==> src/baro_pressure_temp_compensation_core_macros.svh <==
// assertion macros for the barometer compensation core
// included by the top level only, needs no package
`ifndef BARO_PRESSURE_TEMP_COMPENSATION_CORE_MACROS_SVH
`define BARO_PRESSURE_TEMP_COMPENSATION_CORE_MACROS_SVH

// same-cycle implication, disabled while reset is asserted
`define BPTC_ASSERT_NOW(label, clk, rst_n, ante, cons, msg) \
    label: assert property (@(posedge clk) disable iff (!(rst_n)) (ante) |-> (cons)) \
        else $error(msg);

// next-cycle implication, disabled while reset is asserted
`define BPTC_ASSERT_NEXT(label, clk, rst_n, ante, cons, msg) \
    label: assert property (@(posedge clk) disable iff (!(rst_n)) (ante) |=> (cons)) \
        else $error(msg);

`endif

==> src/bptc_pkg.sv <==
// shared types, register codes and limits for the barometer compensation core
// no dependencies
`default_nettype none

package bptc_pkg;

    localparam int NUM_REGS     = 6;
    localparam int ADDR_W       = 5;
    localparam int FRONT_STAGES = 3;
    localparam int BACK_STAGES  = 4;
    localparam int NUM_STAGES   = FRONT_STAGES + BACK_STAGES;

    // register indexes, byte address is 4 * index
    localparam logic [2:0] REG_SENS      = 3'd0;
    localparam logic [2:0] REG_OFF       = 3'd1;
    localparam logic [2:0] REG_TCS       = 3'd2;
    localparam logic [2:0] REG_TCO       = 3'd3;
    localparam logic [2:0] REG_TREF      = 3'd4;
    localparam logic [2:0] REG_TEMPSENS  = 3'd5;

    localparam logic signed [18:0] TEMP_BASE = 19'sd2000;
    localparam logic signed [18:0] TEMP_MIN  = -19'sd4000;
    localparam logic signed [18:0] TEMP_MAX  = 19'sd8500;
    localparam logic signed [24:0] PRES_MIN  = 25'sd1000;
    localparam logic signed [24:0] PRES_MAX  = 25'sd120000;

    typedef struct packed {
        logic [15:0] pressure_sensitivity;
        logic [15:0] pressure_offset;
        logic [15:0] sens_temp_coeff;
        logic [15:0] offset_temp_coeff;
        logic [15:0] reference_temperature;
        logic [15:0] temp_coeff_of_temp;
    } coef_t;

    // handoff from the coefficient stages to the pressure stages
    typedef struct packed {
        logic [23:0]        pressure_raw;
        logic signed [18:0] temp;
        logic signed [35:0] off;
        logic signed [34:0] sens;
    } front_t;

    typedef struct packed {
        logic [16:0]        pressure_pa;
        logic signed [14:0] temperature_centi;
    } result_t;

endpackage

`default_nettype wire

==> src/bptc_coef_stage.sv <==
// stages one to three: temperature delta, coefficient products, temp/off/sens
// depends on bptc_pkg
`default_nettype none

module bptc_coef_stage (
    input  wire logic                               aclk,
    input  wire logic [bptc_pkg::FRONT_STAGES-1:0]  stage_en,
    input  wire bptc_pkg::coef_t                    coef,
    input  wire logic [23:0]                        pressure_raw,
    input  wire logic [23:0]                        temperature_raw,
    output bptc_pkg::front_t                        front_out
);

    // stage 1
    logic [23:0]        d1_s1_reg;
    logic signed [24:0] dt_s1_reg;
    logic signed [24:0] dt_next;

    // stage 2
    logic [23:0]        d1_s2_reg;
    logic signed [40:0] p_temp_reg, p_off_reg, p_sens_reg;
    logic signed [40:0] p_temp_next, p_off_next, p_sens_next;

    // stage 3
    bptc_pkg::front_t   front_reg;
    bptc_pkg::front_t   front_next;

    assign dt_next = $signed({1'b0, temperature_raw})
                   - $signed({1'b0, coef.reference_temperature, 8'd0});

    always_ff @(posedge aclk) begin
        if (stage_en[0]) begin
            d1_s1_reg <= pressure_raw;
            dt_s1_reg <= dt_next;
        end
    end

    assign p_temp_next = dt_s1_reg * $signed({1'b0, coef.temp_coeff_of_temp});
    assign p_off_next  = dt_s1_reg * $signed({1'b0, coef.offset_temp_coeff});
    assign p_sens_next = dt_s1_reg * $signed({1'b0, coef.sens_temp_coeff});

    always_ff @(posedge aclk) begin
        if (stage_en[1]) begin
            d1_s2_reg  <= d1_s1_reg;
            p_temp_reg <= p_temp_next;
            p_off_reg  <= p_off_next;
            p_sens_reg <= p_sens_next;
        end
    end

    // dropping low bits of a two's complement product floors toward minus infinity
    always_comb begin
        front_next.pressure_raw = d1_s2_reg;
        front_next.temp = bptc_pkg::TEMP_BASE + $signed(p_temp_reg[40:23]);
        front_next.off  = $signed({3'd0, coef.pressure_offset, 17'd0})
                        + $signed(p_off_reg[40:6]);
        front_next.sens = $signed({3'd0, coef.pressure_sensitivity, 16'd0})
                        + $signed(p_sens_reg[40:7]);
    end

    always_ff @(posedge aclk) begin
        if (stage_en[2]) begin
            front_reg <= front_next;
        end
    end

    assign front_out = front_reg;

endmodule

`default_nettype wire

==> config.mk <==
export PLATFORM = sky130hd
export DESIGN_NAME = bptc_coef_stage
export DESIGN_NICKNAME = d
export VERILOG_FILES = /design/src/baro_pressure_temp_compensation_core_macros.svh /design/src/bptc_pkg.sv /design/src/bptc_coef_stage.sv
export SDC_FILE = /design/constraint.sdc
export NUM_CORES = 2
export LEC_CHECK = 0
export BUFFER_PORTS_ARGS = -buffer_cell sky130_fd_sc_hd__buf_2
export CAP_MARGIN = 20
export CORE_ASPECT_RATIO = 0.5
export CORE_MARGIN = 2
export CORE_UTILIZATION = 26
export DETAILED_ROUTE_END_ITERATION = 10
export GPL_ROUTABILITY_DRIVEN = 0
export GPL_TIMING_DRIVEN = 1
export PLACE_DENSITY_LB_ADDON = 0.25
export SYNTH_ARGS = -nofsm -noshare
export SYNTH_HDL_FRONTEND = slang
export SYNTH_SLANG_ARGS = --single-unit
==> constraint.sdc <==
create_clock -name aclk -period 11.9 [get_ports aclk]
set_input_delay 2.38 -clock aclk [delete_from_list [all_inputs] [get_ports aclk]]
set_output_delay 2.38 -clock aclk [all_outputs]
set_load 0.02 [all_outputs]
==> key figures <==
Status
  • Status: finished clean

STA
  • Unrepaired setup endpoints after global routing: no
  • Worst Skew: 0.0326 ns
  • Tmin final: 9.03 ns
  • Peak Freq: 0.111 GHz
  • Worst Max-Slew Pin Slew: 1.03 ns
  • Final setup violation count: 0
  • Fin crit share: 0.759
  • Final TNS setup: 0 ns
  • Slew HR: 0.310
  • Slew Viols, Final: 0
  • Hold Vio Cnt, Final: 0

Yosys
  • Distinct cells, synth: 57
  • Top-area cell type share of the netlist area: 0.449
  • Top-count cell post-synth: inv_1
  • Yosys top cell by area: fa_1
  • Synth Register Bits: 274
  • Synth warn: 0
  • Synth top area cells: fa_1, edfxtp_1, inv_1
  • Post-synth top cells: inv_1, fa_1, nand2_1
  • Syn_area_per_cell: 9.82 um2
  • Asr flop ratio synth: 0
  • Synth Flop Type: edfxtp_1
  • Syn Nets: 6,888
  • Part of the Yosys area used for sequential elements: 0.160
  • Synthesized cell area: 51,500 um2
  • Post-synth EDFFs: 274
  • Cells after synthesis: 5,242

Setup path
  • Crit. End Element: flop
  • Reg2reg path depth: 24
  • Crit Reg-Reg Startpoint: dt_s1_reg[14]$_DFFE_PP_
  • Crit Reg-Reg Endpoint: p_sens_reg[40]$_DFFE_PP_
  • Critical Path Source Type: input pin
  • R2R Setup Slk: 3.54 ns
  • CP Launch Point: coef[50]
  • Worst path required time: 12.27 ns
  • WP data arrival: 9.41 ns
  • Critical path peak fanout: 25
  • Critical Path Sink: p_sens_reg[40]$_DFFE_PP_
  • CP Class: input pin to flop

Clocking
  • CTS Hold Bufs: 0
  • CTS H-Tree Depth: 2
  • Clk_lat worst skew: 0.63 ns
  • Clk slew on worst S/H paths: 0.06 ns
  • Post_cts resized: 0
  • Longest Clk Path Bufs: 3
  • CTS Buf Count: 37
  • CTS tree: built
  • Clock Root Buffer: clkbuf_16
  • # clock sinks: 274
  • Post-CTS Setup Inserts: 0

Detailed routing
  • Total number of vias: 33.1k
  • DR vias/cell: 4.13
  • DR pass1 iterations: 5
  • Total wire length: 130 mm
  • Final ANT Viol Nets: 0
  • Wire length per cell: 16.3 um
  • Drt drc: 0
  • Detailed Route Iter0 Violations: 1,486

Die
  • Die Y: 319 um
  • Die W: 633 um
  • CORE AREA: 197,000 um2
  • IO Pins: 262
  • Row count: 115
  • Die footprint: 202,000 um2
  • Starting density of the core: 0.262

Global routing
  • Remaining global-route overflow: 0
  • Global-route wire length before repair: 213 mm
  • Largest net degree at the start of global routing: 59
  • Total GRT Usage: 0.136
  • Initial antenna violation count: 13
  • Vias in the first global route: 36.9k

Placement
  • IO Port Bufs: 261
  • DPL Wire Length: 99.2 mm
  • Area post-placement: 55,500 um2

Layout
  • Core Util, Final: 0.288
  • Finished Cell Area: 56,700 um2
  • Layout cells sized above 1: 0.0678
  • P&R area growth vs syn: 10.2%
  • Largest register FFs: 114
  • Nets: 6,990

Hold path
  • Min-delay src: p_sens_reg[10]$_DFFE_PP_
  • Min-delay worst type: flop to flop

Job
  • Max Cap Viol: 0
[stage by stage]
stage | hold WS (ns) | setup WS (ns) | std cells
2_1_floorplan | 0.400 | 2.89 | 5242
3_3_place_gp | 0.401 | 2.22 | 7937
3_5_place_dp | 0.405 | 2.18 | 7937
4_1_cts | 0.401 | 2.90 | 8003
5_1_grt | 0.421 | 2.56 | 8005
6_report | 0.411 | 2.87 | 8009
[how the worst min path moves through the flow]
stage | to | slack (ns) | cells after the start
5_1_grt | front_out[72]$_DFFE_PP_ | 0.42 | 0
2_1_floorplan | d1_s2_reg[0]$_DFFE_PP_ | 0.40 | 0
6_report | front_out[3]$_DFFE_PP_ | 0.41 | 0
3_3_place_gp | d1_s2_reg[0]$_DFFE_PP_ | 0.40 | 0
3_5_place_dp | d1_s2_reg[14]$_DFFE_PP_ | 0.40 | 0
4_1_cts | front_out[3]$_DFFE_PP_ | 0.40 | 0
[metal layers]
metal / vias to the layer above / track usage / share of wire / routed length, um
met1: 17100 / 0.184 / 0.46 / 60100
met3: 115 / 0.0190 / 0.043 / 5590
met5: - / 0 / 0 / 0
met4: 0 / 0.0269 / 0.018 / 2280
met2: 489 / 0.230 / 0.48 / 62300
li1: 15400 / - / - / -
[placed cells by master (no fill, tap or decap), types with 4 or more instances in the layout]
master and instances:
a211o_1 4, a211oi_1 12, a21boi_0 12, a21boi_1 4
a21o_1 33, a21oi_1 61, a31oi_1 4, and2_1 465
and3_1 10, buf_2 258, buf_4 30, bufinv_16 4
clkbuf_16 38, clkinv_1 5, clkinvlp_4 5, diode_2 6
edfxtp_1 274, fa_1 1155, ha_1 343, inv_1 1404
inv_6 8, nand2_1 777, nand2b_1 14, nand3_1 20
nand4_1 6, nor2_1 96, nor2b_1 28, nor3_1 35
o21a_1 18, o21ai_0 36, o21ai_1 8, o31a_1 6
o31ai_1 8, or2_2 4, xnor2_1 103, xor2_1 32
[cells by family after synthesis]
logic type,synth area share
xor gates and xnor gates,0.0230
adders and majority gates,0.532
and+or+nand+nor,0.135
AOI/OAI and AO/OA,0.0310
buffers and inverters,0.119
DFF,0.160
[layout make-up]
cell class | count | area [um2]
diodes | 6 | 15.0
clock buffers | 39 | 955
clock inverters | 27 | 308
fillers | 20800 | 140000
inverters | 1404 | 5270
multi-input cells | 3337 | 37100
flip-flops and latches | 274 | 8230
well taps | 2632 | 3290
repair buffers | 290 | 1540
[critical path: stages]
cell	delay, ns
buf_2	0.49
nand2_1	0.17
fa_1	0.55
fa_1	0.51
fa_1	0.51
inv_1	0.05
fa_1	0.50
fa_1	0.49
inv_1	0.05
fa_1	0.47
inv_1	0.04
ha_1	0.32
a21o_1	0.17
a21o_1	0.19
a2111oi_2	0.41
o32ai_1	0.12
a311o_1	0.47
o31ai_4	0.33
a21oi_2	0.14
a41o_1	0.30
a41o_1	0.28
a21o_1	0.22
a21oi_2	0.15
xnor2_1	0.07
Power is not shown: default switching activity piles up to over one toggle a cycle in this logic, so the estimate is an artifact.
