**config.mk**
```make
export PLATFORM = sky130hd
export DESIGN_NAME = bptc_pres_stage
export DESIGN_NICKNAME = d
export VERILOG_FILES = /design/src/baro_pressure_temp_compensation_core_macros.svh /design/src/bptc_pkg.sv /design/src/bptc_pres_stage.sv
export SDC_FILE = /design/constraint.sdc
export NUM_CORES = 2
export LEC_CHECK = 0
export ABC_AREA = 1
export BUFFER_PORTS_ARGS = -buffer_cell sky130_fd_sc_hd__buf_2
export CAP_MARGIN = 20
export CORE_MARGIN = 5
export CORE_UTILIZATION = 25
export DETAILED_ROUTE_END_ITERATION = 8
export HOLD_SLACK_MARGIN = 0.06
export PLACE_DENSITY_LB_ADDON = 0.1
export RECOVER_POWER = 50
export SYNTH_ARGS = -nofsm -noshare
export SYNTH_HDL_FRONTEND = slang
export SYNTH_SLANG_ARGS = --single-unit
```
**constraint.sdc**
```tcl
create_clock -name aclk -period 5.1 [get_ports aclk]
set_input_delay 0 -clock aclk [delete_from_list [all_inputs] [get_ports aclk]]
set_output_delay 0 -clock aclk [all_outputs]
set_load 0.01 [all_outputs]
```
**src/baro_pressure_temp_compensation_core_macros.svh**
```systemverilog
// assertion macros for the barometer compensation core
// included by the top level only, needs no package
`ifndef BARO_PRESSURE_TEMP_COMPENSATION_CORE_MACROS_SVH
`define BARO_PRESSURE_TEMP_COMPENSATION_CORE_MACROS_SVH

// same-cycle implication, disabled while reset is asserted
`define BPTC_ASSERT_NOW(label, clk, rst_n, ante, cons, msg) \
    label: assert property (@(posedge clk) disable iff (!(rst_n)) (ante) |-> (cons)) \
        else $error(msg);

// next-cycle implication, disabled while reset is asserted
`define BPTC_ASSERT_NEXT(label, clk, rst_n, ante, cons, msg) \
    label: assert property (@(posedge clk) disable iff (!(rst_n)) (ante) |=> (cons)) \
        else $error(msg);

`endif

```
**src/bptc_pkg.sv**
```systemverilog
// shared types, register codes and limits for the barometer compensation core
// no dependencies
`default_nettype none

package bptc_pkg;

    localparam int NUM_REGS     = 6;
    localparam int ADDR_W       = 5;
    localparam int FRONT_STAGES = 3;
    localparam int BACK_STAGES  = 4;
    localparam int NUM_STAGES   = FRONT_STAGES + BACK_STAGES;

    // register indexes, byte address is 4 * index
    localparam logic [2:0] REG_SENS      = 3'd0;
    localparam logic [2:0] REG_OFF       = 3'd1;
    localparam logic [2:0] REG_TCS       = 3'd2;
    localparam logic [2:0] REG_TCO       = 3'd3;
    localparam logic [2:0] REG_TREF      = 3'd4;
    localparam logic [2:0] REG_TEMPSENS  = 3'd5;

    localparam logic signed [18:0] TEMP_BASE = 19'sd2000;
    localparam logic signed [18:0] TEMP_MIN  = -19'sd4000;
    localparam logic signed [18:0] TEMP_MAX  = 19'sd8500;
    localparam logic signed [24:0] PRES_MIN  = 25'sd1000;
    localparam logic signed [24:0] PRES_MAX  = 25'sd120000;

    typedef struct packed {
        logic [15:0] pressure_sensitivity;
        logic [15:0] pressure_offset;
        logic [15:0] sens_temp_coeff;
        logic [15:0] offset_temp_coeff;
        logic [15:0] reference_temperature;
        logic [15:0] temp_coeff_of_temp;
    } coef_t;

    // handoff from the coefficient stages to the pressure stages
    typedef struct packed {
        logic [23:0]        pressure_raw;
        logic signed [18:0] temp;
        logic signed [35:0] off;
        logic signed [34:0] sens;
    } front_t;

    typedef struct packed {
        logic [16:0]        pressure_pa;
        logic signed [14:0] temperature_centi;
    } result_t;

endpackage

`default_nettype wire

```
**src/bptc_pres_stage.sv**
```systemverilog
// stages four to seven: split pressure product, scale, offset, clamp
// depends on bptc_pkg
`default_nettype none

module bptc_pres_stage (
    input  wire logic                              aclk,
    input  wire logic [bptc_pkg::BACK_STAGES-1:0]  stage_en,
    input  wire bptc_pkg::front_t                  front_in,
    output bptc_pkg::result_t                      result
);

    // stage 4: d1 * sens as two partial products
    logic [40:0]        mlo_reg, mlo_next;
    logic signed [42:0] mhi_reg, mhi_next;
    logic signed [35:0] off_s4_reg;
    logic signed [14:0] temp_s4_reg, temp_next;

    // stage 5
    logic signed [59:0] prod_reg, prod_next;
    logic signed [35:0] off_s5_reg;
    logic signed [14:0] temp_s5_reg;

    // stage 6
    logic signed [39:0] diff_reg, diff_next;
    logic signed [14:0] temp_s6_reg;

    // stage 7
    bptc_pkg::result_t  result_reg, result_next;
    logic signed [24:0] pres_full;

    assign mlo_next = front_in.pressure_raw * front_in.sens[16:0];
    assign mhi_next = $signed({1'b0, front_in.pressure_raw}) * $signed(front_in.sens[34:17]);

    always_comb begin
        if (front_in.temp < bptc_pkg::TEMP_MIN) begin
            temp_next = bptc_pkg::TEMP_MIN[14:0];
        end else if (front_in.temp > bptc_pkg::TEMP_MAX) begin
            temp_next = bptc_pkg::TEMP_MAX[14:0];
        end else begin
            temp_next = front_in.temp[14:0];
        end
    end

    always_ff @(posedge aclk) begin
        if (stage_en[0]) begin
            mlo_reg     <= mlo_next;
            mhi_reg     <= mhi_next;
            off_s4_reg  <= front_in.off;
            temp_s4_reg <= temp_next;
        end
    end

    assign prod_next = $signed({mhi_reg, 17'd0}) + $signed({19'd0, mlo_reg});

    always_ff @(posedge aclk) begin
        if (stage_en[1]) begin
            prod_reg    <= prod_next;
            off_s5_reg  <= off_s4_reg;
            temp_s5_reg <= temp_s4_reg;
        end
    end

    assign diff_next = $signed(prod_reg[59:21]) - off_s5_reg;

    always_ff @(posedge aclk) begin
        if (stage_en[2]) begin
            diff_reg    <= diff_next;
            temp_s6_reg <= temp_s5_reg;
        end
    end

    assign pres_full = $signed(diff_reg[39:15]);

    always_comb begin
        result_next.temperature_centi = temp_s6_reg;
        if (pres_full < bptc_pkg::PRES_MIN) begin
            result_next.pressure_pa = bptc_pkg::PRES_MIN[16:0];
        end else if (pres_full > bptc_pkg::PRES_MAX) begin
            result_next.pressure_pa = bptc_pkg::PRES_MAX[16:0];
        end else begin
            result_next.pressure_pa = pres_full[16:0];
        end
    end

    always_ff @(posedge aclk) begin
        if (stage_en[3]) begin
            result_reg <= result_next;
        end
    end

    assign result = result_reg;

endmodule

`default_nettype wire
```
==> summary.txt <==
Critical path
  • Max stage delay on crit path: 0.57 ns
  • Slowest-stage cell, CP: fa_1
  • Top cell family by delay on the critical path: adder cells
  • Critical Path, Cell by Cell: buf_2, buf_12, buf_8, buf_4, nand2_1, fa_1, inv_1, fa_1, fa_1, fa_1, fa_1, inv_1, fa_1, inv_1, ha_4, buf_4, nand2_1, nor2_1, inv_1, nor3_2, nand2_1, nand2_1, xor2_2, buf_4
  • Crit path launch type: input port
  • Reg2reg start: mlo_reg[22]
  • Worst Path Max Fanout: 7
  • CP Launch Point: front_in[100]
  • Crit Path Class: input port to register
  • Crit path buf inv count: 10
  • Worst endpoint required time: 5.51 ns
  • CP dominant cell by count: fa_1
  • CP arrival: 5.38 ns
  • Worst Setup End Kind: register

CTS
  • Clk root buf: clkbuf_16
  • CTS tree: yes
  • Sink Count: 280
  • Clock Latency Late Sink: 0.54 ns
  • TritonCTS Buffers: 35
  • H-tree levels: 2
  • Reg clk slew, reported paths: 0.06 ns
  • Clock Path Buffers: 3

Timing
  • Clock Skews: 0.0156 ns
  • Final min period: 4.97 ns
  • RSZ-0062 raised after global routing: true
  • Fmax: 201 MHz
  • Slew Viols, Final: 162
  • Worst-Margin Slew: 3.56 ns
  • Max-slew headroom: -1.37
  • Setup violators final: 0
  • Final hold vios: 0
  • Fin crit share: 0.974
  • Hold_ws: 0.127 ns

Yosys
  • Post-synthesis sequential area ratio: 0.199
  • Mapped cell area: 0.0423 mm^2
  • Seq cells post-synth: 280
  • Synth Net Count: 6322
  • Syn avg cell area: 8.12 um^2
  • Cell count after synthesis: 5205
  • Primary FF master, synth: edfxtp_1
  • Largest area contributor in the netlist: fa_1
  • FFs w/ async S/R, synth: 0
  • Synth Warn #: 0
  • Top area cells in the synthesized netlist: fa_1 32%, edfxtp_1 20%, inv_1 13%, nand2_1 12%, ha_1 9.4%
  • Post-synth EDFFs: 280
  • Yosys top cell area share: 0.322
  • Yosys cell types: 49

Global routing
  • Initial antenna violation count: 1
  • Global-route wire length before repair: 213000 um
  • Gr ovfl total: 0
  • Largest net degree at the start of global routing: 59
  • Vias in the first global route: 36099
  • GRT Total Usage: 0.152

Routing
  • Drt total wl: 135000 um
  • Vias per Instance: 4.19
  • Final ANT Viol Nets: 0
  • DR vias: 33420
  • Wire per inst: 16.9 um
  • Drt drc: 0
  • Pre-antenna DRT Iters: 9
  • 1st-iter DRT viols: 1649

Floorplan
  • FP Rows: 150
  • DIE HEIGHT: 421 um
  • Die ar.: 0.177 mm^2
  • Core area: 0.168 mm^2
  • IO Pins: 151
  • Initial Utilization: 0.252
  • Die Wd: 421 um

Placed design
  • DPL Wire Length: 118000 um
  • Area after DPL: 0.0494 mm^2
  • Gpl congestion: 0.840
  • Inst Count DP: 7855
  • I/O Buffers: 150

Finish
  • Share of layout cells above drive strength 1: 0.143
  • Nets@finish: 6863
  • Max reg flops: 43
  • Fin area: 0.0516 mm^2
  • Final non-filler cell total: 7976
  • Area delta synth->final: 22.2%

Flow run
  • # Max-Cap Violations: 4

Status
  • Status: finished with violations
  • Failing checks: max-capacitance violations, max-slew violations

Worst hold path
  • Hold_sp: front_in[86]
  • Worst hold-check path type: input port to register
## cell type report
type / count / area (um^2)
fill: 18116 / 116000
multi-input combinational: 3337 / 28400
sequential: 280 / 8410
timing repair buffer: 672 / 5640
inverter: 1420 / 5330
tap: 2204 / 2760
clock buffer: 38 / 930
clock inverter: 24 / 185
antenna: 1 / 2.50
## metal layers
layer,global-route usage,share of wire,vias to the layer above
li1,-,-,16473
met1,0.221,0.49,16416
met2,0.257,0.47,450
met3,0.0113,0.028,81
met4,0.0188,0.012,0
met5,0,0,-
## layout by cell type (no fill, tap or decap), types with 6 or more instances in the layout
master	netlist	routed
xnor2_1	16	15
a21oi_2	2	30
dlygate4sd3_1	0	55
a21oi_1	183	155
ha_1	319	307
buf_12	0	61
edfxtp_1	280	280
o21ai_1	15	29
o21ai_0	93	71
nand4_1	43	43
nand3_1	106	101
inv_6	0	6
nor2_2	9	29
o21ai_2	2	9
nand2_1	1395	1384
inv_2	6	7
ha_4	0	6
nor3_1	46	36
o21a_1	11	11
clkbuf_16	0	37
clkbuf_4	0	13
inv_1	1414	1413
nor4_1	7	6
nand2_2	11	22
xor2_1	58	55
nor3_2	5	14
fa_1	679	677
o21bai_1	11	11
a21o_1	10	10
clkinv_2	0	6
ha_2	0	6
or2_2	9	9
nor2_1	258	235
buf_2	0	118
clkbuf_1	166	11
buf_4	1	407
and2_1	8	8
## final timing paths
| check | to | slack (ns) | depth (start not counted) |
|---|---|---|---|
| setup reg to reg | prod_reg[35] | 2.67 | 8 |
| setup / recovery | mlo_reg[26] | 0.13 | 24 |
| hold / removal | temp_s4_reg[8] | 0.13 | 5 |
| hold reg to reg | temp_s5_reg[4] | 0.41 | 0 |
## worst reg2reg max path, delay by kind of cell (launching register included)
| family | cells | cell delay (ns) |
|---|---|---|
| xor gates and xnor gates | 1 | 0.29 |
| adders and majority gates | 1 | 0.37 |
| DFF | 1 | 0.40 |
| buffers and inverters | 1 | 0.07 |
| and+or+nand+nor | 1 | 0.19 |
| AOI/OAI and AO/OA | 4 | 0.89 |
## cell families after synthesis
family | after synthesis | synth area share
AOI/OAI and AO/OA | 351 | 0.0452
adders and majority gates | 998 | 0.416
DFF | 280 | 0.199
and+or+nand+nor | 1913 | 0.183
xor gates and xnor gates | 75 | 0.0157
buffers and inverters | 1588 | 0.141
## repair_timing
item                                    4_1_cts  5_1_grt
resized for setup                            14      155
hold buffers                                 55        0
setup buffers                                 0        3
hold endpoints to repair                     83        0
endpoints found under the setup margin       12       44
pin swaps                                     1       13
## synth_stat cells, types with 2 or more instances
cell / instances
inv_1: 1414
nand2_1: 1395
fa_1: 679
ha_1: 319
edfxtp_1: 280
nor2_1: 258
a21oi_1: 183
clkbuf_1: 166
nand3_1: 106
o21ai_0: 93
xor2_1: 58
nor3_1: 46
nand4_1: 43
xnor2_1: 16
o21ai_1: 15
nand2_2: 11
o21a_1: 11
o21bai_1: 11
a21o_1: 10
nor2_2: 9
or2_2: 9
and2_1: 8
nor4_1: 7
inv_2: 6
a21boi_0: 5
a31oi_1: 5
nand3b_1: 5
nor3_2: 5
o211ai_1: 4
a21boi_1: 2
a21oi_2: 2
and3_1: 2
nor3_4: 2
o2111ai_1: 2
o21ai_2: 2
o31ai_1: 2
or2_1: 2
## metrics by stage
step | TNS [ns] | worst slack (ns) | util
after global placement | -27.35 | -0.730 | 0.295
after CTS | 0 | 0.00792 | 0.305
after global routing | -0.221 | -0.0334 | 0.308
final | 0 | 0.131 | 0.308
after floorplan | -0.00302 | -0.00302 | -
after detailed placement | -27.50 | -0.711 | 0.295
Power is not shown: default switching activity piles up to over one toggle a cycle in this logic, so the estimate is an artifact.
