[config.mk]
export PLATFORM = sky130hd
export DESIGN_NAME = bptc_cfg_regs
export DESIGN_NICKNAME = d
export VERILOG_FILES = /design/src/baro_pressure_temp_compensation_core_macros.svh /design/src/bptc_pkg.sv /design/src/bptc_cfg_regs.sv
export SDC_FILE = /design/constraint.sdc
export NUM_CORES = 1
export LEC_CHECK = 0
export ABC_CLOCK_PERIOD_IN_PS = 1700
export BUFFER_PORTS_ARGS = -buffer_cell sky130_fd_sc_hd__buf_2
export CAP_MARGIN = 20
export CORE_UTILIZATION = 49
export CTS_BUF_LIST = sky130_fd_sc_hd__clkbuf_8 sky130_fd_sc_hd__clkbuf_16
export DETAILED_ROUTE_END_ITERATION = 7
export GPL_ROUTABILITY_DRIVEN = 0
export MAX_ROUTING_LAYER = met4
export PLACE_DENSITY = 0.82
export SKIP_LAST_GASP = 1
export SLEW_MARGIN = 20
export SYNTH_ARGS = -nofsm -noshare
export SYNTH_HDL_FRONTEND = slang
export SYNTH_SLANG_ARGS = --single-unit
[constraint.sdc]
create_clock -name aclk -period 1.7 [get_ports aclk]
set_input_delay 0.255 -clock aclk [delete_from_list [all_inputs] [get_ports aclk]]
set_output_delay 0.255 -clock aclk [all_outputs]
set_load 0.02 [all_outputs]
[src/baro_pressure_temp_compensation_core_macros.svh]
// assertion macros for the barometer compensation core
// included by the top level only, needs no package
`ifndef BARO_PRESSURE_TEMP_COMPENSATION_CORE_MACROS_SVH
`define BARO_PRESSURE_TEMP_COMPENSATION_CORE_MACROS_SVH

// same-cycle implication, disabled while reset is asserted
`define BPTC_ASSERT_NOW(label, clk, rst_n, ante, cons, msg) \
    label: assert property (@(posedge clk) disable iff (!(rst_n)) (ante) |-> (cons)) \
        else $error(msg);

// next-cycle implication, disabled while reset is asserted
`define BPTC_ASSERT_NEXT(label, clk, rst_n, ante, cons, msg) \
    label: assert property (@(posedge clk) disable iff (!(rst_n)) (ante) |=> (cons)) \
        else $error(msg);

`endif

[src/bptc_pkg.sv]
// shared types, register codes and limits for the barometer compensation core
// no dependencies
`default_nettype none

package bptc_pkg;

    localparam int NUM_REGS     = 6;
    localparam int ADDR_W       = 5;
    localparam int FRONT_STAGES = 3;
    localparam int BACK_STAGES  = 4;
    localparam int NUM_STAGES   = FRONT_STAGES + BACK_STAGES;

    // register indexes, byte address is 4 * index
    localparam logic [2:0] REG_SENS      = 3'd0;
    localparam logic [2:0] REG_OFF       = 3'd1;
    localparam logic [2:0] REG_TCS       = 3'd2;
    localparam logic [2:0] REG_TCO       = 3'd3;
    localparam logic [2:0] REG_TREF      = 3'd4;
    localparam logic [2:0] REG_TEMPSENS  = 3'd5;

    localparam logic signed [18:0] TEMP_BASE = 19'sd2000;
    localparam logic signed [18:0] TEMP_MIN  = -19'sd4000;
    localparam logic signed [18:0] TEMP_MAX  = 19'sd8500;
    localparam logic signed [24:0] PRES_MIN  = 25'sd1000;
    localparam logic signed [24:0] PRES_MAX  = 25'sd120000;

    typedef struct packed {
        logic [15:0] pressure_sensitivity;
        logic [15:0] pressure_offset;
        logic [15:0] sens_temp_coeff;
        logic [15:0] offset_temp_coeff;
        logic [15:0] reference_temperature;
        logic [15:0] temp_coeff_of_temp;
    } coef_t;

    // handoff from the coefficient stages to the pressure stages
    typedef struct packed {
        logic [23:0]        pressure_raw;
        logic signed [18:0] temp;
        logic signed [35:0] off;
        logic signed [34:0] sens;
    } front_t;

    typedef struct packed {
        logic [16:0]        pressure_pa;
        logic signed [14:0] temperature_centi;
    } result_t;

endpackage

`default_nettype wire

[src/bptc_cfg_regs.sv]
// apb register file holding the six calibration coefficients
// depends on bptc_pkg
`default_nettype none

module bptc_cfg_regs (
    input  wire logic                         aclk,
    input  wire logic                         aresetn,
    input  wire logic                         psel,
    input  wire logic                         penable,
    input  wire logic                         pwrite,
    input  wire logic [bptc_pkg::ADDR_W-1:0]  paddr,
    input  wire logic [31:0]                  pwdata,
    output logic [31:0]                       prdata,
    output logic                              pready,
    output bptc_pkg::coef_t                   coef
);

    bptc_pkg::coef_t coef_reg;
    bptc_pkg::coef_t coef_next;
    logic [2:0]      reg_idx;
    logic            wr_en;

    assign pready  = 1'b1;
    assign reg_idx = paddr[bptc_pkg::ADDR_W-1:2];
    assign wr_en   = psel && penable && pwrite && pready;

    always_comb begin
        coef_next = coef_reg;
        if (wr_en) begin
            unique case (reg_idx)
                bptc_pkg::REG_SENS:     coef_next.pressure_sensitivity  = pwdata[15:0];
                bptc_pkg::REG_OFF:      coef_next.pressure_offset       = pwdata[15:0];
                bptc_pkg::REG_TCS:      coef_next.sens_temp_coeff       = pwdata[15:0];
                bptc_pkg::REG_TCO:      coef_next.offset_temp_coeff     = pwdata[15:0];
                bptc_pkg::REG_TREF:     coef_next.reference_temperature = pwdata[15:0];
                bptc_pkg::REG_TEMPSENS: coef_next.temp_coeff_of_temp    = pwdata[15:0];
                default:                coef_next = coef_reg;
            endcase
        end
    end

    always_ff @(posedge aclk) begin
        if (!aresetn) begin
            coef_reg <= '0;
        end else begin
            coef_reg <= coef_next;
        end
    end

    always_comb begin
        unique case (reg_idx)
            bptc_pkg::REG_SENS:     prdata = {16'd0, coef_reg.pressure_sensitivity};
            bptc_pkg::REG_OFF:      prdata = {16'd0, coef_reg.pressure_offset};
            bptc_pkg::REG_TCS:      prdata = {16'd0, coef_reg.sens_temp_coeff};
            bptc_pkg::REG_TCO:      prdata = {16'd0, coef_reg.offset_temp_coeff};
            bptc_pkg::REG_TREF:     prdata = {16'd0, coef_reg.reference_temperature};
            bptc_pkg::REG_TEMPSENS: prdata = {16'd0, coef_reg.temp_coeff_of_temp};
            default:                prdata = 32'd0;
        endcase
    end

    assign coef = coef_reg;

endmodule

`default_nettype wire

==> impl_results.rst, run 1 <==
.. list-table::
   :header-rows: 1

   * - Metric
     - Value
   * - Min-delay src
     - pwdata[6]
   * - Min cycle time layout
     - 1.70 ns
   * - Type of the worst setup path
     - reg2out
   * - Data arrival time of the worst path
     - 1.44 ns
   * - Leading cell types in the layout, fill and taps excluded
     - sky130_fd_sc_hd__buf_2, sky130_fd_sc_hd__nand2_1, sky130_fd_sc_hd__mux2i_1
   * - Final-report setup violation count
     - 0
   * - First-pass iteration count of the detailed router
     - 7
   * - Number of standard cells in the final layout excluding fillers
     - 720
   * - Maximum frequency from static timing analysis
     - 590 MHz
   * - Synthesized flop and latch total
     - 96
   * - Via count of the first global-routing pass
     - 3836
   * - Net switching fraction of the power
     - 25.5%
   * - Sequential element share of the synthesized area
     - 42.6%
   * - Reg2reg start
     - coef[53]$_SDFFE_PN0P_
   * - Max-Cap Viols
     - 0
   * - CTS Hold Buffers Added
     - 0
   * - Kind of launch point of the worst setup path
     - flip-flop
   * - Share of synthesized registers carrying an async set or reset
     - 0%
   * - Leftover overflow at the end of global routing
     - 0
   * - Violations in the final reports
     - design-rule violations
   * - Number of failing hold endpoints at the final stage
     - 0
   * - TritonCTS clock tree
     - built
   * - Family with the most delay on the worst path
     - flip-flops
   * - Capturing element type of the critical path
     - primary output
   * - Aggregate global-route resource usage
     - 27.5%
   * - Worst min-delay path category
     - in2reg
   * - Worst hold endpoint
     - coef[54]$_SDFFE_PN0P_
   * - Reg-to-reg endpoint
     - coef[53]$_SDFFE_PN0P_
   * - Total count of max-transition violations in the final report
     - 0
   * - Number of buffers inserted during clock tree synthesis
     - 9
   * - Cell with the largest stage delay on the worst path
     - sky130_fd_sc_hd__dfxtp_2
   * - Worst vdd ir
     - 0.462 mV
   * - Total Die Area
     - 9590 µm²
   * - Num ports
     - 171
   * - Wire length after detailed routing
     - 12.9 mm
   * - ANT nets after route
     - 0
   * - Sequence of cells on the critical path
     - mux2_4 > a32oi_2 > o211ai_1 > buf_4
   * - Clock H-tree levels
     - 3
   * - Number of nets in the final layout
     - 649
   * - Flop pwr share
     - 52.4%
   * - Vias per inst
     - 5.42
   * - Wire length of the first global-routing pass
     - 19.9 mm
   * - Number of antenna violations at the first check in global routing
     - 0
   * - Maximum number of pins on one net before global-route repair
     - 59
   * - Syn-to-layout area delta
     - 28.5%
   * - CORE AREA
     - 8810 µm²
   * - Fraction of layout cells with a size suffix above 1
     - 42.8%
   * - Number of DRC markers after the initial detailed-route iteration
     - 223
   * - Post-Syn Area per Cell
     - 10.0 µm²
   * - DRC violations left
     - 10
   * - Endpoint required time on the critical path
     - 1.44 ns
   * - Clock tree buffer depth
     - 2
   * - Starting density of the core
     - 51.2%
   * - Number of cell instances on the worst register-to-register path
     - 3
   * - Most frequent standard cell in the layout excluding fill and tap cells
     - sky130_fd_sc_hd__buf_2
   * - Headroom to the max-slew limit
     - 61.2%
   * - Buffers plus inverters on the worst setup path
     - 1
   * - Synthesized netlist cell count
     - 451
   * - Yosys warns
     - 0
   * - Setup repair after global routing missed its margin
     - true
   * - Internal power summed over all cells
     - 3.24 mW
   * - Vertical die dimension
     - 97.9 µm
   * - # fillers
     - 722
   * - Setup slack of the most critical reg-to-reg path
     - 0.87 ns
   * - Root Buffer
     - sky130_fd_sc_hd__clkbuf_8
   * - Std-Cell Rows
     - 34
   * - Die span in x
     - 97.9 µm
   * - Result of the run
     - complete, but fails checks
   * - Period Utilization, post-route
     - 99.8%
   * - Number of vias in the routed layout
     - 3905
   * - Post-Place Cells
     - 694
   * - Cells on Worst Hold Path
     - 3
   * - Pleak
     - 2.54 nW
   * - Number of input and output port buffers inserted
     - 135
   * - Setup tns final
     - 0 ns
   * - Power spent charging and discharging nets
     - 1.11 mW
   * - Diode insertion count for antenna repair
     - 0
   * - Actual slew at the worst max-slew pin
     - 0.580 ns
   * - Crit-path max FO
     - 3
   * - Netlist area before placement
     - 4510 µm²
   * - Crit path largest cell delay
     - 0.34 ns
   * - Post-synth EDFFs
     - 0
   * - Portion of total power attributed to combinational logic
     - 9.7%
   * - Average wire per standard cell
     - 17.9 µm
   * - Number of flip-flops under the largest register name
     - 96
   * - P per Cell Area
     - 750 nW/µm²
   * - Clock share of power
     - 37.9%
   * - Clock transition at the register clock pins on the worst setup and hold paths after CTS
     - 0.09 ns
   * - Top_reg_cell synth
     - sky130_fd_sc_hd__dfxtp_1
   * - Synth unique cells
     - 28
   * - Latest clock arrival within the worst-skew pair
     - 0.36 ns
   * - Clock Skew
     - 0 ns
   * - Half-perimeter wire length after placement
     - 8.96 mm
   * - Number of sinks handled by clock tree synthesis
     - 96
[tightest hold or removal path, cell delays in order]
cell and delay [ns]:
sky130_fd_sc_hd__buf_2 0.08, sky130_fd_sc_hd__nand2_1 0.12, sky130_fd_sc_hd__mux2i_1 0.15
[metal layers]
layer  vias to the layer above  track usage [%]  wire (µm)
li1                       1841                -          -
met1                      1875             34.7       5490
met2                       159             43.8       6320
met3                        30             4.65        797
met4                         0             10.8        293
met5                         -                -          0
[Yosys cell counts (2+ instances only)]
master	number	area [µm²]
sky130_fd_sc_hd__nor2_4	2	22.5
sky130_fd_sc_hd__nand2_1	116	435
sky130_fd_sc_hd__o211ai_1	3	22.5
sky130_fd_sc_hd__nor2_2	2	12.5
sky130_fd_sc_hd__a22oi_1	14	105
sky130_fd_sc_hd__clkbuf_1	14	52.6
sky130_fd_sc_hd__buf_4	21	158
sky130_fd_sc_hd__a32oi_1	7	61.3
sky130_fd_sc_hd__nor3_4	3	48.8
sky130_fd_sc_hd__mux2_2	29	327
sky130_fd_sc_hd__o21ai_0	9	45.0
sky130_fd_sc_hd__conb_1	2	7.51
sky130_fd_sc_hd__a221o_1	2	20.0
sky130_fd_sc_hd__a221oi_1	2	17.5
sky130_fd_sc_hd__buf_6	8	90.1
sky130_fd_sc_hd__nor2b_1	3	18.8
sky130_fd_sc_hd__nor3_1	2	10.0
sky130_fd_sc_hd__dfxtp_1	96	1920
sky130_fd_sc_hd__mux2i_1	103	1030
sky130_fd_sc_hd__buf_2	4	20.0
sky130_fd_sc_hd__a21oi_1	2	10.0
[kinds of logic after synthesis]
kind of cell,after synthesis,synth area share (%)
muxes,132,30.1
AOI/OAI and AO/OA,39,6.24
buffers and inverters,49,7.27
other,2,0.167
DFF,96,42.6
and+or+nand+nor,133,13.6
[area by class of cell]
| type | instances | area (µm²) | area share [%] |
|---|---|---|---|
| Clock inverter | 7 | 93.8 | 1.62 |
| Inverter | 1 | 7.51 | 0.130 |
| Clock buffer | 9 | 124 | 2.14 |
| Multi-Input combinational cell | 321 | 2370 | 40.9 |
| Tap cell | 108 | 135 | 2.33 |
| Sequential cell | 96 | 1950 | 33.6 |
| Timing Repair Buffer | 178 | 1110 | 19.2 |
[through the flow]
stage | utilization, % | hold WS (ns) | power, mW | setup WS, ns | cell area, µm²
global placement | 61.2 | 0.452 | 2.72 | -0.168 | 5390
floorplan | - | 0.503 | 2.61 | 0.0465 | 4570
global route | 65.8 | 0.279 | 4.49 | -0.0440 | 5790
detailed placement | 61.2 | 0.462 | 2.73 | -0.164 | 5390
finish | 65.8 | 0.279 | 4.34 | 0.00377 | 5790
CTS | 64.6 | 0.264 | 4.35 | 0.0000435 | 5690
[what timing repair did]
item                                    in CTS  in global routing
gates resized for setup                     16                 28
buffers inserted                             5                  5
pin swaps                                    2                  7
endpoints found under the setup margin      14                 11
[worst max-delay path by stage]
stage	from	end	slack, ns	depth (start not counted)
finish	coef[92]$_SDFFE_PN0P_	prdata[12]	0.004	4
global route	coef[52]$_SDFFE_PN0P_	prdata[4]	-0.04	4
CTS	coef[95]$_SDFFE_PN0P_	prdata[15]	0.00004	4
detailed placement	paddr[3]	prdata[14]	-0.16	5
global placement	paddr[4]	prdata[0]	-0.17	5
floorplan	paddr[2]	prdata[11]	0.05	6
[power by group through the flow]
stage | logic [mW] | registers, mW | clock network (mW)
floorplan | 0.259 | 2.35 | 0
global placement | 0.393 | 2.33 | 0
detailed placement | 0.399 | 2.33 | 0
CTS | 0.409 | 2.28 | 1.67
global route | 0.448 | 2.28 | 1.77
finish | 0.421 | 2.28 | 1.65
Note: power is estimated with default switching activity, not from simulation.
==> run 2: changes to the inputs <==
CTS_BUF_LIST = unset   (was sky130_fd_sc_hd__clkbuf_8 sky130_fd_sc_hd__clkbuf_16)
RECOVER_POWER = 50   (was unset)
==> run 2 against run 1 <==
Net effect:
- the run still ends with design-rule violations left
- final cell count unchanged
- register-to-register slack about the same
- critical path type unchanged
- non-clock buffer count unchanged
- worst hold slack got worse by 0.0023 ns
- maximum frequency increased by 0.13%
- die area unchanged
- clock skew unchanged
==> impl_results.rst, run 2 (synthesis gave the netlist of run 1 again) <==
.. list-table::
   :header-rows: 1

   * - Metric
     - Value
   * - Result of the run
     - complete, but fails checks
   * - Violations in the final reports
     - design-rule violations
   * - ANT nets after route
     - 0
   * - Wire length of the first global-routing pass
     - 19.9 mm
   * - Clock tree buffer depth
     - 2
   * - CTS Hold Buffers Added
     - 0
   * - Capturing element type of the critical path
     - primary output
   * - Wire length after detailed routing
     - 13.0 mm
   * - Via count of the first global-routing pass
     - 3836
   * - Syn-to-layout area delta
     - 27.1%
   * - First-pass iteration count of the detailed router
     - 7
   * - Kind of launch point of the worst setup path
     - flip-flop
   * - Data arrival time of the worst path
     - 1.44 ns
   * - Number of buffers inserted during clock tree synthesis
     - 9
   * - Fraction of layout cells with a size suffix above 1
     - 41.5%
   * - Final-report setup violation count
     - 0
   * - Most frequent standard cell in the layout excluding fill and tap cells
     - sky130_fd_sc_hd__buf_2
   * - Maximum number of pins on one net before global-route repair
     - 59
   * - Hold slack final
     - 0.276 ns
   * - Number of sinks handled by clock tree synthesis
     - 96
   * - Number of input and output port buffers inserted
     - 135
   * - Number of antenna violations at the first check in global routing
     - 0
   * - Type of the worst setup path
     - reg2out
   * - Clock Skew
     - 0 ns
   * - Num ports
     - 171
   * - Setup repair after global routing missed its margin
     - true
   * - Worst vdd ir
     - 0.466 mV
   * - P per Cell Area
     - 758 nW/µm²
   * - Aggregate global-route resource usage
     - 27.5%
   * - Number of flip-flops under the largest register name
     - 96
   * - Leading cell types in the layout, fill and taps excluded
     - sky130_fd_sc_hd__buf_2, sky130_fd_sc_hd__nand2_1, sky130_fd_sc_hd__mux2i_1
   * - Headroom to the max-slew limit
     - 54.2%
   * - Die span in x
     - 97.9 µm
   * - Number of failing hold endpoints at the final stage
     - 0
   * - Latest clock arrival within the worst-skew pair
     - 0.36 ns
   * - Actual slew at the worst max-slew pin
     - 0.687 ns
   * - Average wire per standard cell
     - 18.0 µm
   * - # fillers
     - 734
   * - Total power of the final layout
     - 4.34 mW
   * - Number of vias in the routed layout
     - 3960
   * - Number of nets in the final layout
     - 649
   * - Period Utilization, post-route
     - 99.7%
   * - TritonCTS clock tree
     - built
   * - DRC violations left
     - 10
   * - Total count of max-transition violations in the final report
     - 0
   * - Crit-path max FO
     - 3
   * - Number of DRC markers after the initial detailed-route iteration
     - 248
   * - Clock H-tree levels
     - 3
   * - Std-Cell Rows
     - 34
   * - Vertical die dimension
     - 97.9 µm
   * - Min cycle time layout
     - 1.69 ns
   * - Root Buffer
     - sky130_fd_sc_hd__clkbuf_8
   * - Diode insertion count for antenna repair
     - 0
   * - Starting density of the core
     - 51.2%
   * - Leftover overflow at the end of global routing
     - 0
   * - Max-Cap Viols
     - 0
   * - Worst min-delay path category
     - in2reg
   * - Maximum frequency from static timing analysis
     - 590 MHz
   * - Total Die Area
     - 9590 µm²
   * - Pleak
     - 2.49 nW
   * - Vias per inst
     - 5.50
   * - Clock transition at the register clock pins on the worst setup and hold paths after CTS
     - 0.10 ns
   * - CORE AREA
     - 8810 µm²
   * - Half-perimeter wire length after placement
     - 8.96 mm
   * - Endpoint required time on the critical path
     - 1.44 ns
run 2: final cells by class:
| class | instances | area, µm² | share of cell area (%) |
|---|---|---|---|
| well taps | 108 | 135 | 2.36 |
| repair buffers | 178 | 1080 | 18.9 |
| inverters | 1 | 7.51 | 0.131 |
| flip-flops and latches | 96 | 1950 | 34.0 |
| clock buffers | 10 | 128 | 2.23 |
| multi-input cells | 321 | 2340 | 40.8 |
| clock inverters | 6 | 90.1 | 1.57 |
run 2: critical path: stages (launching register included):
cell and delay [ns]:
sky130_fd_sc_hd__dfxtp_2 0.34, sky130_fd_sc_hd__mux2_4 0.27, sky130_fd_sc_hd__a32oi_2 0.17, sky130_fd_sc_hd__o211ai_1 0.13, sky130_fd_sc_hd__buf_4 0.18
run 2: worst paths after layout:
kind                         startpoint                     to  slack, ns  depth (start not counted)
setup / recovery  coef[92]$_SDFFE_PN0P_             prdata[12]      0.006                          4
hold / removal                pwdata[9]   coef[9]$_SDFFE_PN0P_       0.28                          3
setup reg to reg  coef[53]$_SDFFE_PN0P_  coef[53]$_SDFFE_PN0P_       0.88                          3
hold reg to reg   coef[60]$_SDFFE_PN0P_  coef[60]$_SDFFE_PN0P_       0.47                          2
run 2: power by group:
| part | switching, mW | total (mW) | leakage, nW | internal (mW) |
|---|---|---|---|---|
| Clock | 0.815 | 1.65 | 0.107 | 0.838 |
| Combinational | 0.276 | 0.415 | 1.59 | 0.139 |
| Sequential | 0.0131 | 2.28 | 0.785 | 2.26 |
| Total | 1.10 | 4.34 | 2.49 | 3.24 |
run 2: metrics by stage:
| stage | setup slack (ns) | cell area (µm²) | util, % | instances | TNS (ns) |
|---|---|---|---|---|---|
| after CTS | 0.0000435 | 5690 | 64.6 | 715 | 0 |
| after global routing | -0.0440 | 5730 | 65.1 | 720 | -0.250 |
| after global placement | -0.168 | 5390 | 61.2 | 694 | -1.24 |
| after detailed placement | -0.164 | 5390 | 61.2 | 694 | -1.20 |
| after floorplan | 0.0465 | 4570 | - | 466 | 0 |
| final | 0.00589 | 5730 | 65.1 | 720 | 0 |
run 2: metal layers:
layer	up-vias	share of wire, %	track usage, %
li1	1840	-	-
met1	1909	43	34.7
met2	178	49	43.8
met4	0	2.2	10.8
met5	-	0	-
met3	33	6.2	4.65
run 2: repair_timing:
item / 4_1_cts / 5_1_grt
pin swaps: 2 / 7
setup buffers: 5 / 5
setup endpoints to repair: 14 / 11
resized for setup: 16 / 28
